--- config.mk ---
export PLATFORM = sky130hd
export DESIGN_NAME = move_to_front_key_table_top_flat
export DESIGN_NICKNAME = d
export VERILOG_FILES = /design/src/rtl/core/mtfkt_pkg.sv /design/src/rtl/core/mtfkt_if.sv /design/src/rtl/core/move_to_front_key_table_top.sv /design/src/rtl/core/mtfkt_store.sv /design/src/flat_wrapper.sv
export SDC_FILE = /design/constraint.sdc
export NUM_CORES = 1
export LEC_CHECK = 0
export ABC_AREA = 1
export BUFFER_PORTS_ARGS = -buffer_cell sky130_fd_sc_hd__buf_2
export CAP_MARGIN = 20
export CORE_MARGIN = 10
export CORE_UTILIZATION = 50
export DETAILED_ROUTE_END_ITERATION = 8
export GPL_TIMING_DRIVEN = 0
export PLACE_DENSITY = 0.66
export SETUP_SLACK_MARGIN = 0.02
export SYNTH_ARGS = -nofsm -noshare
export SYNTH_HDL_FRONTEND = slang
export SYNTH_SLANG_ARGS = --single-unit
--- constraint.sdc ---
create_clock -name clock -period 32.6 [get_ports clock]
set_input_delay 3.26 -clock clock [delete_from_list [all_inputs] [get_ports clock]]
set_output_delay 3.26 -clock clock [all_outputs]
set_load 0.05 [all_outputs]
--- src/rtl/core/mtfkt_pkg.sv ---
// Shared types and codes for the move-to-front key table.
`timescale 1ns / 1ps

package mtfkt_pkg;

   localparam int KEY_W = 32;
   localparam int VAL_W = 32;

   typedef enum logic [1:0] {
      CMD_INSERT = 2'd0,
      CMD_DELETE = 2'd1,
      CMD_SEARCH = 2'd2
   } cmd_type;

   typedef enum logic [1:0] {
      ST_DONE = 2'd0,
      ST_MISS = 2'd1,
      ST_FULL = 2'd2
   } status_type;

   typedef struct packed {
      logic signed [KEY_W-1:0] key;
      logic signed [VAL_W-1:0] value;
   } entry_type;

endpackage

--- src/rtl/core/mtfkt_if.sv ---
// Command and response channel interfaces of the move-to-front key table.
`timescale 1ns / 1ps

interface mtfkt_req_if import mtfkt_pkg::*; ();
   logic                    valid;
   logic                    ready;
   logic [1:0]              cmd;
   logic signed [KEY_W-1:0] key;
   logic signed [VAL_W-1:0] value_in;

   modport source (output valid, output cmd, output key, output value_in, input ready);
   modport sink   (input valid, input cmd, input key, input value_in, output ready);
endinterface

interface mtfkt_rsp_if import mtfkt_pkg::*; ();
   logic                    valid;
   logic                    ready;
   logic [1:0]              status;
   logic signed [VAL_W-1:0] value_out;

   modport source (output valid, output status, output value_out, input ready);
   modport sink   (input valid, input status, input value_out, output ready);
endinterface

--- src/rtl/core/move_to_front_key_table_top.sv ---
// Top level of the move-to-front key table: command sequencer and response register.
//
// Usage: commands arrive as transactions on req_if (cmd, key, value_in) and each
// yields exactly one transaction on rsp_if (status, value_out). The table is an
// ordered list of up to CAPACITY key/value pairs in a single-port-write,
// single-port-read memory; one key comparator and the memory's write and read ports
// do all the work under a small sequencer.
// Work per command, with n entries stored:
//   insert: ripple the list back, one write per entry
//   search hit at position p: scan up to p, then ripple 0..p
//   delete hit at position p: scan up to p, then close the gap
//   miss: scan all n entries; full insert or unused code: straight to done.
// The memory ports move one entry per cycle in the scan, ripple and shift states. One
// command is in work at a time; req_if.ready is high only while the sequencer is idle.
// The response sits in an output register: the next command is accepted while
// it waits, and a finished command holds until rsp_if.ready frees the register.
// Reset (synchronous, active high) empties the table and drops any response;
// entries are not cleared, since only positions below the fill count are read.
`timescale 1ns / 1ps

module move_to_front_key_table_top import mtfkt_pkg::*; #(
   parameter int CAPACITY = 16
) (
   input  logic        clock,
   input  logic        reset,
   mtfkt_req_if.sink   req_if,
   mtfkt_rsp_if.source rsp_if
);

   localparam int IDX_W = (CAPACITY > 1) ? $clog2(CAPACITY) : 1;
   localparam int CNT_W = $clog2(CAPACITY + 1);

   typedef enum logic [2:0] {
      S_IDLE,
      S_SCAN,
      S_RIPPLE,
      S_SHIFT,
      S_DONE
   } state_type;

   state_type               state_ff;
   logic [CNT_W-1:0]        count_ff;
   logic [CNT_W-1:0]        idx_ff;
   logic [CNT_W-1:0]        limit_ff;
   logic [1:0]              cmd_ff;
   logic signed [KEY_W-1:0] key_ff;
   entry_type               hold_ff;
   status_type              res_status_ff;
   logic signed [VAL_W-1:0] res_value_ff;
   logic                    rsp_valid_ff;
   logic [1:0]              rsp_status_ff;
   logic signed [VAL_W-1:0] rsp_value_ff;

   logic                    mem_we;
   logic [IDX_W-1:0]        mem_waddr;
   entry_type               mem_wdata;
   logic [IDX_W-1:0]        mem_raddr;
   entry_type               mem_rdata;

   logic [CNT_W-1:0]        idx_plus1;
   logic [CNT_W-1:0]        idx_plus2;
   logic                    key_hit;

   assign idx_plus1 = idx_ff + CNT_W'(1);
   assign idx_plus2 = idx_ff + CNT_W'(2);

   // shared key comparator on the entry just read
   assign key_hit = (mem_rdata.key == key_ff);

   mtfkt_store #(
      .DEPTH (CAPACITY)
   ) u_store (
      .clock   (clock),
      .wr_en   (mem_we),
      .wr_addr (mem_waddr),
      .wr_data (mem_wdata),
      .rd_addr (mem_raddr),
      .rd_data (mem_rdata)
   );

   // drive memory port from sequencer state
   always_comb begin
      mem_we    = 1'b0;
      mem_waddr = idx_ff[IDX_W-1:0];
      mem_wdata = mem_rdata;
      mem_raddr = idx_ff[IDX_W-1:0];
      unique case (state_ff)
         S_IDLE: begin
            mem_raddr = '0;
         end
         S_SCAN: begin
            mem_raddr = idx_plus1[IDX_W-1:0];
         end
         S_RIPPLE: begin
            // write carried entry, read the one it displaces
            mem_we    = 1'b1;
            mem_wdata = (idx_ff == '0) ? hold_ff : mem_rdata;
         end
         S_SHIFT: begin
            // move next entry forward, prefetch the one after it
            mem_we    = 1'b1;
            mem_raddr = idx_plus2[IDX_W-1:0];
         end
         default: begin
         end
      endcase
   end

   // sequencer and response register
   always_ff @(posedge clock) begin
      if (reset) begin
         state_ff     <= S_IDLE;
         count_ff     <= '0;
         rsp_valid_ff <= 1'b0;
      end else begin
         // drop a taken response unless a new one loads on this edge
         if (rsp_valid_ff && rsp_if.ready && (state_ff != S_DONE)) begin
            rsp_valid_ff <= 1'b0;
         end
         unique case (state_ff)
            S_IDLE: begin
               if (req_if.valid) begin
                  cmd_ff        <= req_if.cmd;
                  key_ff        <= req_if.key;
                  hold_ff       <= '{key: req_if.key, value: req_if.value_in};
                  idx_ff        <= '0;
                  limit_ff      <= count_ff;
                  res_status_ff <= ST_DONE;
                  res_value_ff  <= '0;
                  unique case (req_if.cmd)
                     CMD_INSERT: begin
                        if (count_ff == CNT_W'(CAPACITY)) begin
                           res_status_ff <= ST_FULL;
                           state_ff      <= S_DONE;
                        end else begin
                           state_ff <= S_RIPPLE;
                        end
                     end
                     CMD_DELETE, CMD_SEARCH: begin
                        if (count_ff == '0) begin
                           res_status_ff <= ST_MISS;
                           state_ff      <= S_DONE;
                        end else begin
                           state_ff <= S_SCAN;
                        end
                     end
                     default: begin
                        state_ff <= S_DONE;
                     end
                  endcase
               end
            end
            S_SCAN: begin
               if (key_hit) begin
                  if (cmd_ff == CMD_SEARCH) begin
                     hold_ff      <= mem_rdata;
                     res_value_ff <= mem_rdata.value;
                     limit_ff     <= idx_ff;
                     idx_ff       <= '0;
                     state_ff     <= S_RIPPLE;
                  end else if (idx_plus1 == count_ff) begin
                     count_ff <= count_ff - CNT_W'(1);
                     state_ff <= S_DONE;
                  end else begin
                     state_ff <= S_SHIFT;
                  end
               end else if (idx_plus1 == count_ff) begin
                  res_status_ff <= ST_MISS;
                  state_ff      <= S_DONE;
               end else begin
                  idx_ff <= idx_plus1;
               end
            end
            S_RIPPLE: begin
               if (idx_ff == limit_ff) begin
                  if (cmd_ff == CMD_INSERT) begin
                     count_ff <= count_ff + CNT_W'(1);
                  end
                  state_ff <= S_DONE;
               end else begin
                  idx_ff <= idx_plus1;
               end
            end
            S_SHIFT: begin
               if (idx_plus2 == count_ff) begin
                  count_ff <= count_ff - CNT_W'(1);
                  state_ff <= S_DONE;
               end else begin
                  idx_ff <= idx_plus1;
               end
            end
            S_DONE: begin
               // hold until the response register is free
               if (!rsp_valid_ff || rsp_if.ready) begin
                  rsp_valid_ff  <= 1'b1;
                  rsp_status_ff <= res_status_ff;
                  rsp_value_ff  <= res_value_ff;
                  state_ff      <= S_IDLE;
               end
            end
            default: begin
               state_ff <= S_IDLE;
            end
         endcase
      end
   end

   assign req_if.ready     = (state_ff == S_IDLE);
   assign rsp_if.valid     = rsp_valid_ff;
   assign rsp_if.status    = rsp_status_ff;
   assign rsp_if.value_out = rsp_value_ff;

endmodule

--- src/rtl/core/mtfkt_store.sv ---
// Entry memory: one write port, one read port with registered read data.
`timescale 1ns / 1ps

module mtfkt_store import mtfkt_pkg::*; #(
   parameter int DEPTH = 16,
   localparam int ADDR_W = (DEPTH > 1) ? $clog2(DEPTH) : 1
) (
   input  logic              clock,
   input  logic              wr_en,
   input  logic [ADDR_W-1:0] wr_addr,
   input  entry_type         wr_data,
   input  logic [ADDR_W-1:0] rd_addr,
   output entry_type         rd_data
);

   entry_type mem [DEPTH];
   entry_type rd_data_ff;

   // write and read; a read of the address being written returns the old entry
   always_ff @(posedge clock) begin
      if (wr_en) begin
         mem[wr_addr] <= wr_data;
      end
      rd_data_ff <= mem[rd_addr];
   end

   assign rd_data = rd_data_ff;

endmodule

--- src/flat_wrapper.sv ---
// flat-port wrapper written by rule: the top's interface ports become plain ports
module move_to_front_key_table_top_flat import mtfkt_pkg::*;
#(
   parameter int CAPACITY = 16
)
  (clock, reset, req_if_valid, req_if_cmd, req_if_key, req_if_value_in, req_if_ready, rsp_if_valid, rsp_if_status, rsp_if_value_out, rsp_if_ready);
  mtfkt_req_if req_if_i ();
  mtfkt_rsp_if rsp_if_i ();
  input  logic clock;
  input  logic reset;
  input wire logic [$bits(req_if_i.valid)-1:0] req_if_valid;
  input wire logic [$bits(req_if_i.cmd)-1:0] req_if_cmd;
  input wire logic [$bits(req_if_i.key)-1:0] req_if_key;
  input wire logic [$bits(req_if_i.value_in)-1:0] req_if_value_in;
  output wire logic [$bits(req_if_i.ready)-1:0] req_if_ready;
  output wire logic [$bits(rsp_if_i.valid)-1:0] rsp_if_valid;
  output wire logic [$bits(rsp_if_i.status)-1:0] rsp_if_status;
  output wire logic [$bits(rsp_if_i.value_out)-1:0] rsp_if_value_out;
  input wire logic [$bits(rsp_if_i.ready)-1:0] rsp_if_ready;
  assign req_if_i.valid = req_if_valid;
  assign req_if_i.cmd = req_if_cmd;
  assign req_if_i.key = req_if_key;
  assign req_if_i.value_in = req_if_value_in;
  assign req_if_ready = req_if_i.ready;
  assign rsp_if_valid = rsp_if_i.valid;
  assign rsp_if_status = rsp_if_i.status;
  assign rsp_if_value_out = rsp_if_i.value_out;
  assign rsp_if_i.ready = rsp_if_ready;
  move_to_front_key_table_top #(.CAPACITY(CAPACITY)) u_core (.clock(clock), .reset(reset), .req_if(req_if_i), .rsp_if(rsp_if_i));
endmodule
### Word-level counts from Yosys, hierarchy flattened

Memories as Yosys holds them, arrays and structs flattened. A register that Yosys moved wholly into a read port is not among the register bits.
Index checks and enable logic that the tools add are counted.

| operators by class | value |
|---|---|
| reduce and logical (&&, ||, !) cells | 21 |
| add/subtract/negate cells | 4 |
| eq/ne operators | 28 |
| bitwise gates (word level) | 1 |
| mux-type cells | 54 |

Operator list:

| cell | number |
|---|---|
| 64-bit two-way mux | 5 |
| 64-bit case mux with 2 select lines | 1 |
| 32-bit two-way mux | 3 |
| 5-bit two-way mux | 15 |
| 32-bit case mux with 2 select lines | 1 |
| 32-bit == test | 1 |
| 3-bit two-way mux | 10 |
| 5-bit case mux with 4 select lines | 1 |
| 5-bit == test | 3 |
| 3-bit case mux with 5 select lines | 1 |
| 5-bit case mux with 3 select lines | 1 |
| 5-bit AND reduction | 3 |
| 2-bit by 1-bit != test with 1-bit output, second input constant | 7 |
| 7-bit AND reduction | 2 |
| 4-bit case mux with 3 select lines | 1 |
| 5-bit by 1-bit adder with 5-bit output, second input constant | 2 |
| 5-bit logical NOT | 2 |
| 2-bit != test, second input constant | 5 |
| 5-bit case mux with 2 select lines | 1 |
| 2-bit two-way mux | 4 |
| 2-bit case mux with 2 select lines | 2 |
| 1-bit two-way mux | 7 |
| 3-bit by 2-bit == test with 1-bit output, second input constant | 2 |
| 3-bit != test, second input constant | 2 |
| 21 further kinds | 26 |

| word-level totals | value |
|---|---|
| input bits | 70 |
| memories kept | 1 |
| bits in writable memories | 1024 |
| bits in registers | 185 |

Memory list:

| name | depth | width | read ports | clocked after memory_dff | wr ports | RTL line | source |
|---|---|---|---|---|---|---|---|
| u_core.u_store.mem | 16 | 64 | 1 | 1 | 1 | mtfkt_store.sv:16 | `entry_type mem [DEPTH];` |

### Depth between registers and ports, before layout

| depth | value |
|---|---|
| word-level depth | 6 |
| mapped depth | 15 |
| gate-level depth less buffers | 15 |

### By module

A second synthesis with hierarchy kept.

| second synthesis, totals | value |
|---|---|
| cell total of the unflattened synthesis | 5153 |
| area total of the unflattened synthesis | 54254.5 um^2 |

Modules (own cells, without submodules):

| module | times used | sequential area each (um^2) | area each (um^2) | cells an instance |
|---|---|---|---|---|
| mtfkt_store | 1 | 32030.7 | 45285.9 | 4210 |
| move_to_front_key_table_top | 1 | 5465.2 | 8968.6 | 943 |

### Least setup slack after synthesis

Ideal clock, no wire load.

| timing | value |
|---|---|
| path kind | input -> register |
| start | input port req_if_valid |
| end | register u_core.hold_ff[0] in the netlist's numbering, enable pin |
| setup time | 0.809 ns |
| path buffers | 0 |
| required time | 31.791 ns |
| stages | 4 |
| slack | 18.734 ns |
| arrival | 13.057 ns |
| path through | inv_1 nand2_1 nand2_1 nor4_1 |

| on the way | value |
|---|---|
| cells in the longest elaborated chain, start to end | 2 |

Ends and longest elaborated chain:

| item | RTL line | source |
|---|---|---|
| start: declaration | flat_wrapper.sv:11 | `input wire logic [$bits(req_if_i.valid)-1:0] req_if_valid;` |
| 2-bit != test (no source line) | n/a |  |
| 5-bit AND reduction (no source line) | n/a |  |
| end signal: assignment | move_to_front_key_table_top.sv:125 | `hold_ff <= '{key: req_if.key, value: req_if.value_in};` |
| end signal: assignment | move_to_front_key_table_top.sv:156 | `hold_ff <= mem_rdata;` |
| end: declaration | move_to_front_key_table_top.sv:47 | `entry_type hold_ff;` |

No other way between the ends.
A chain may end at the register's enable or synchronous reset.

### Final worst setup path

| timing | value |
|---|---|
| start | register u_core.state_ff[0] |
| end | output port req_if_ready |

| on the way | value |
|---|---|
| cells in the longest elaborated chain, start to end | 1 |

Ends and longest elaborated chain:

| item | RTL line | source |
|---|---|---|
| start: declaration | move_to_front_key_table_top.sv:41 | `state_type state_ff;` |
| start signal: assignment | move_to_front_key_table_top.sv:112 | `state_ff <= S_IDLE;` |
| start signal: assignment | move_to_front_key_table_top.sv:134 | `state_ff <= S_DONE;` |
| start signal: assignment | move_to_front_key_table_top.sv:136 | `state_ff <= S_RIPPLE;` |
| 3-bit logical NOT | move_to_front_key_table_top.sv:208 | `assign req_if.ready = (state_ff == S_IDLE);` |
| end: declaration | flat_wrapper.sv:15 | `output wire logic [$bits(req_if_i.ready)-1:0] req_if_ready;` |

No other way between the ends.

==> results.md <==
| Group | Metric | This run |
|:---|:---|:---|
| run status | Run status | complete, no violations |
| synthesis | Multiplexer share of the synthesized area | 0.0884% |
| synthesis | Combinational family with the most area after synthesis | simple AND/OR/NAND/NOR gates |
| timing | Headroom to the max-slew limit | 21.8% |
| pwr | Flop pwr share | 42.2% |
| worst setup path | Worst Path Required | 29340 ps |
| routing | Average wire length per cell after detail routing | 23.8 µm |
| pwr | Power per cell area | 87.9 nW/µm² |
| finish | Total area of multi-input combinational cells | 11900 µm² |
| synthesis | Post-synthesis compound-gate area fraction | 10.6% |
| die | Overall die area | 115000 µm² |
| synthesis | Mean instance size in the synthesized netlist | 13.1 µm² |
| synthesis | Cell types with the largest area share after synthesis | sky130_fd_sc_hd__edfxtp_1 71%, sky130_fd_sc_hd__o211ai_1 6.6%, sky130_fd_sc_hd__nor2_1 3.6% |
| global routing | Pin count of the biggest net entering global routing | 30 |
| synthesis | Portion of synthesized cell area occupied by the leading cell type | 70.7% |
| place | Half-perimeter wire length of the detailed placement result | 93500 µm |
| timing | RSZ-0062 raised after global routing | no |
| synthesis | Synth Net Count | 3967 |
| worst setup path | Crit path largest cell delay | 400 ps |
| clocking | Insertion delay of the later-clocked pin in the worst-skew pair | 750 ps |
| synthesis | Most instantiated library cell after synthesis | sky130_fd_sc_hd__edfxtp_1 |
| synthesis | Synth cell count leaders | 1200 x sky130_fd_sc_hd__edfxtp_1, 482 x sky130_fd_sc_hd__nor2_1, 449 x sky130_fd_sc_hd__o211ai_1 |
| pwr | Combinational share of power | 28.8% |
| synthesis | Post-Synth Simple-Gate Area | 11.7% |
| synthesis | Count of cell types in the netlist | 37 |
| worst setup path | Worst r2r src | u_core.state_ff[1] |
| pwr | Internal power summed over all cells | 3.42 mW |
| synthesis | Number of cells produced by synthesis | 3886 |
| clocking | H-tree levels | 4 |
| synthesis | Post-synthesis cell type with the largest combined area | sky130_fd_sc_hd__edfxtp_1 |
| worst setup path | Most Frequent Cell on Critical Path | sky130_fd_sc_hd__nor2_1 |
| job | Max-cap check violation count | 0 |
| place | Gp weighted congestion | 0.871 |
| routing | Total number of vias | 33000 |
| global routing | Vias in the first global route | 32000 |
| worst setup path | Slack of the worst reg-to-reg path | 28410 ps |
| worst setup path | Endpoint of the most critical register-to-register path | u_core.u_store.mem[10][35] |
| routing | Total length of routed wires | 136000 µm |
| die | Die W | 339 µm |
| worst setup path | Critical Path, Cell by Cell | nor2_1, inv_1, nor2_1, buf_2 |
| clocking | Hold-fix buffers at CTS | 0 |
| clocking | Buffers from clock root to sink, at most | 3 |
| finish | Fill cell count | 7882 |
| synthesis | Total of warnings raised by yosys | 0 |
| synthesis | Number of synthesized flops with an enable pin | 1200 |
| worst hold path | Hold wc startpoint | u_core.res_value_ff[23] |
| global routing | Combined global-route utilization of all metal layers | 23.1% |
| pwr | Switching portion of total power | 34.2% |
| worst setup path | Setup CP Type | reg -> out |
| die | I/O pin count | 106 |
| routing | DRC errors left | 0 |
| routing | Residual antenna-violating net count after detailed routing | 0 |
| synthesis | Synth Flop Type | sky130_fd_sc_hd__edfxtp_1 |
| routing | Iteration-0 DRC Markers | 3861 |
| pwr | Worst supply voltage drop on vdd | 0.0000552 V |
| routing | Number of search-and-repair iterations in the first detailed-routing pass | 6 |
| timing | Final hold vios | 0 |
| die | Floorplan Core Area | 101000 µm² |
| synthesis | Post-synthesis xor/xnor area fraction | 0.258% |
| worst setup path | Launch point of the critical path | u_core.state_ff[0] |
| timing | Final cycle utilization of the critical path | 16.2% |
| synthesis | Adder-cell area share of the yosys netlist | 0.285% |
| worst setup path | Worst-case reg-to-reg path depth | 8 |
| die | Number of core rows | 117 |
| finish | Share of final-layout standard cells stronger than drive strength 1 | 15.3% |
| clocking | Clk root buf | sky130_fd_sc_hd__clkbuf_16 |
| finish | FF/Latch Area | 37500 µm² |
| timing | Setup Total Neg Slack | 0 ps |
| global routing | Gr ovfl total | 0 |
| clocking | Setup Fix Bufs, Post-CTS | 0 |
| synthesis | Synthesis-stage register bit count | 1273 |
| clocking | Clock transition at path regs | 60 ps |
| pwr | Leak Pwr | 20.3 nW |
| clocking | Post-CTS resize count | 0 |
| timing | Max-slew violation count | 0 |
| clocking | TritonCTS Sinks | 1273 |
| die | Initial Util | 50.2% |
| timing | Highest achievable clock rate | 190 MHz |
| timing | Clock period minus worst slack | 5270 ps |
| clocking | CTS tree | yes |
| synthesis | Share of async-settable or async-resettable flops after synthesis | 0% |
| synthesis | Portion of the post-synthesis area used by sequential elements | 73.6% |
| worst setup path | Arrival time of the worst setup path | 2010 ps |
| worst setup path | Critical-path top delay cell | sky130_fd_sc_hd__dfxtp_1 |
| worst hold path | Hold Crit Depth | 0 |
| worst setup path | Peak fanout along the critical path | 6 |
| timing | Measured slew at the worst slew-check pin | 1170 ps |
| pwr | Clk network pwr share | 29.0% |
| worst hold path | Class of the worst hold path | reg -> reg |
| worst hold path | Capture endpoint of the worst hold path | u_core.rsp_if.value_out[23] |
| routing | Average via count per standard cell | 5.76 |
| finish | Post-synthesis to final-layout area growth | 16.1% |
| worst setup path | CP endpoint kind | output pin |
| timing | Final setup vio count | 0 |
| global routing | Wire length of the first global-routing pass | 202000 µm |
| synthesis | Post-synthesis instance area | 51000 µm² |
| timing | Hold slack | 403 ps |
| worst setup path | Crit start category | flop |
| finish | Number of nets at the end of the flow | 4336 |
| global routing | Initial antenna violation count | 10 |
| pwr | Switching component of the power | 1.78 mW |
| clocking | Clock buffer count from CTS | 132 |
| die | Height of the die | 339 µm |
| timing | Clock Skew | 28.3 ps |
| place | Count of port buffers added during placement | 105 |
## sequential cells by signal, summed over array words and instances (netlist names)
signal and flops:
u_core.limit_ff 5, u_core.rsp_if.value_out 32, u_core.key_ff 32, u_core.count_ff 5, u_core.u_store.mem 1024, u_core.state_ff 3, u_core.idx_ff 5, u_core.res_value_ff 32
u_core.rsp_if.valid 1, u_core.cmd_ff 2, u_core.rsp_if.status 2, u_core.res_status_ff 2, u_core.hold_ff 64, u_core.u_store.rd_data 64
## how the worst max path moves through the flow
stage               slack [ps]  cells past startpoint                 endpoint
floorplan                18730                      4        u_core.hold_ff[0]
global placement         10740                      4  u_core.res_value_ff[21]
detailed placement       26650                     11  u_core.res_value_ff[21]
CTS                      27300                      4             req_if_ready
global route             27230                      4             req_if_ready
finish                   27330                      4             req_if_ready
## metrics by stage
step,instances,cell area (µm²),util (%),power (mW),worst slack (ps)
finish,5736,59100,58.3,5.20,27330
CTS,5693,58800,58.0,5.16,27300
global placement,5359,53200,52.4,3.63,10740
global route,5733,59100,58.3,5.42,27230
detailed placement,5449,54400,53.7,3.66,26650
floorplan,3886,51000,-,3.09,18730
## cells in the final DEF, fill, tap and decap left out, types with 3 or more instances in the layout
| cell | n |
|---|---|
| sky130_fd_sc_hd__a21oi_1 | 71 |
| sky130_fd_sc_hd__buf_1 | 17 |
| sky130_fd_sc_hd__buf_12 | 26 |
| sky130_fd_sc_hd__buf_2 | 233 |
| sky130_fd_sc_hd__buf_4 | 97 |
| sky130_fd_sc_hd__buf_6 | 24 |
| sky130_fd_sc_hd__buf_8 | 3 |
| sky130_fd_sc_hd__bufinv_16 | 10 |
| sky130_fd_sc_hd__clkbuf_1 | 110 |
| sky130_fd_sc_hd__clkbuf_16 | 135 |
| sky130_fd_sc_hd__clkbuf_2 | 3 |
| sky130_fd_sc_hd__clkbuf_8 | 12 |
| sky130_fd_sc_hd__clkinv_1 | 18 |
| sky130_fd_sc_hd__clkinv_2 | 20 |
| sky130_fd_sc_hd__clkinv_8 | 5 |
| sky130_fd_sc_hd__dfxtp_1 | 73 |
| sky130_fd_sc_hd__diode_2 | 3 |
| sky130_fd_sc_hd__edfxtp_1 | 1200 |
| sky130_fd_sc_hd__ha_1 | 10 |
| sky130_fd_sc_hd__inv_1 | 147 |
| sky130_fd_sc_hd__inv_16 | 3 |
| sky130_fd_sc_hd__inv_2 | 5 |
| sky130_fd_sc_hd__inv_6 | 4 |
| sky130_fd_sc_hd__mux2_2 | 4 |
| sky130_fd_sc_hd__nand2_1 | 356 |
| sky130_fd_sc_hd__nand2_2 | 3 |
| sky130_fd_sc_hd__nand3_1 | 215 |
| sky130_fd_sc_hd__nand4_1 | 8 |
| sky130_fd_sc_hd__nor2_1 | 469 |
| sky130_fd_sc_hd__nor2_4 | 14 |
| sky130_fd_sc_hd__nor3_2 | 3 |
| sky130_fd_sc_hd__nor4_2 | 3 |
| sky130_fd_sc_hd__o211ai_1 | 449 |
| sky130_fd_sc_hd__o21ai_0 | 326 |
| sky130_fd_sc_hd__or2_0 | 162 |
| sky130_fd_sc_hd__or2_1 | 43 |
| sky130_fd_sc_hd__or2_2 | 51 |
| sky130_fd_sc_hd__xnor2_1 | 6 |
| sky130_fd_sc_hd__xor2_1 | 9 |
## power by group through the flow
stage	logic (mW)	registers (mW)	clock network [mW]
2_1_floorplan	0.844	2.25	0
3_3_place_gp	1.37	2.26	0
3_5_place_dp	1.43	2.23	0
4_1_cts	1.44	2.20	1.52
5_1_grt	1.63	2.20	1.59
6_report	1.50	2.19	1.51
## worst max-delay path, delay by kind of cell, from the launching register on
kind | cells | cell delay (ps)
buf+inv | 2 | 440
simple gates | 2 | 440
flops | 1 | 400
## metal layers
| metal | track usage [%] | vias to the layer above | wire, µm |
|---|---|---|---|
| met1 | 32.0 | 16200 | 56700 |
| met4 | 8.16 | 8 | 4200 |
| li1 | - | 15000 | - |
| met2 | 36.5 | 1558 | 63600 |
| met3 | 4.20 | 242 | 11800 |
| met5 | 0 | - | 57 |
## final cells by class
class / count / share of cell area (%)
diodes: 3 / 0.0127
inverters: 152 / 0.965
clock inverters: 63 / 1.21
plain buffers: 245 / 1.98
flip-flops and latches: 1273 / 63.4
multi-input cells: 2216 / 20.0
repair buffers: 235 / 3.29
well taps: 1368 / 2.89
clock buffers: 181 / 6.21
## logic make-up (layout without fill, tap and decap cells)
| logic type | Yosys count | after routing |
|---|---|---|
| AND/OR/NAND/NOR | 1332 | 1332 |
| multiplexers | 4 | 4 |
| flip-flops | 1273 | 1273 |
| XOR/XNOR | 15 | 15 |
| buffers and inverters | 397 | 876 |
| AO/OA/AOI/OAI | 854 | 854 |
| adder cells (fa/ha/maj) | 11 | 11 |
| other | 0 | 3 |
No activity file was read; power rests on OpenSTA's default activity.
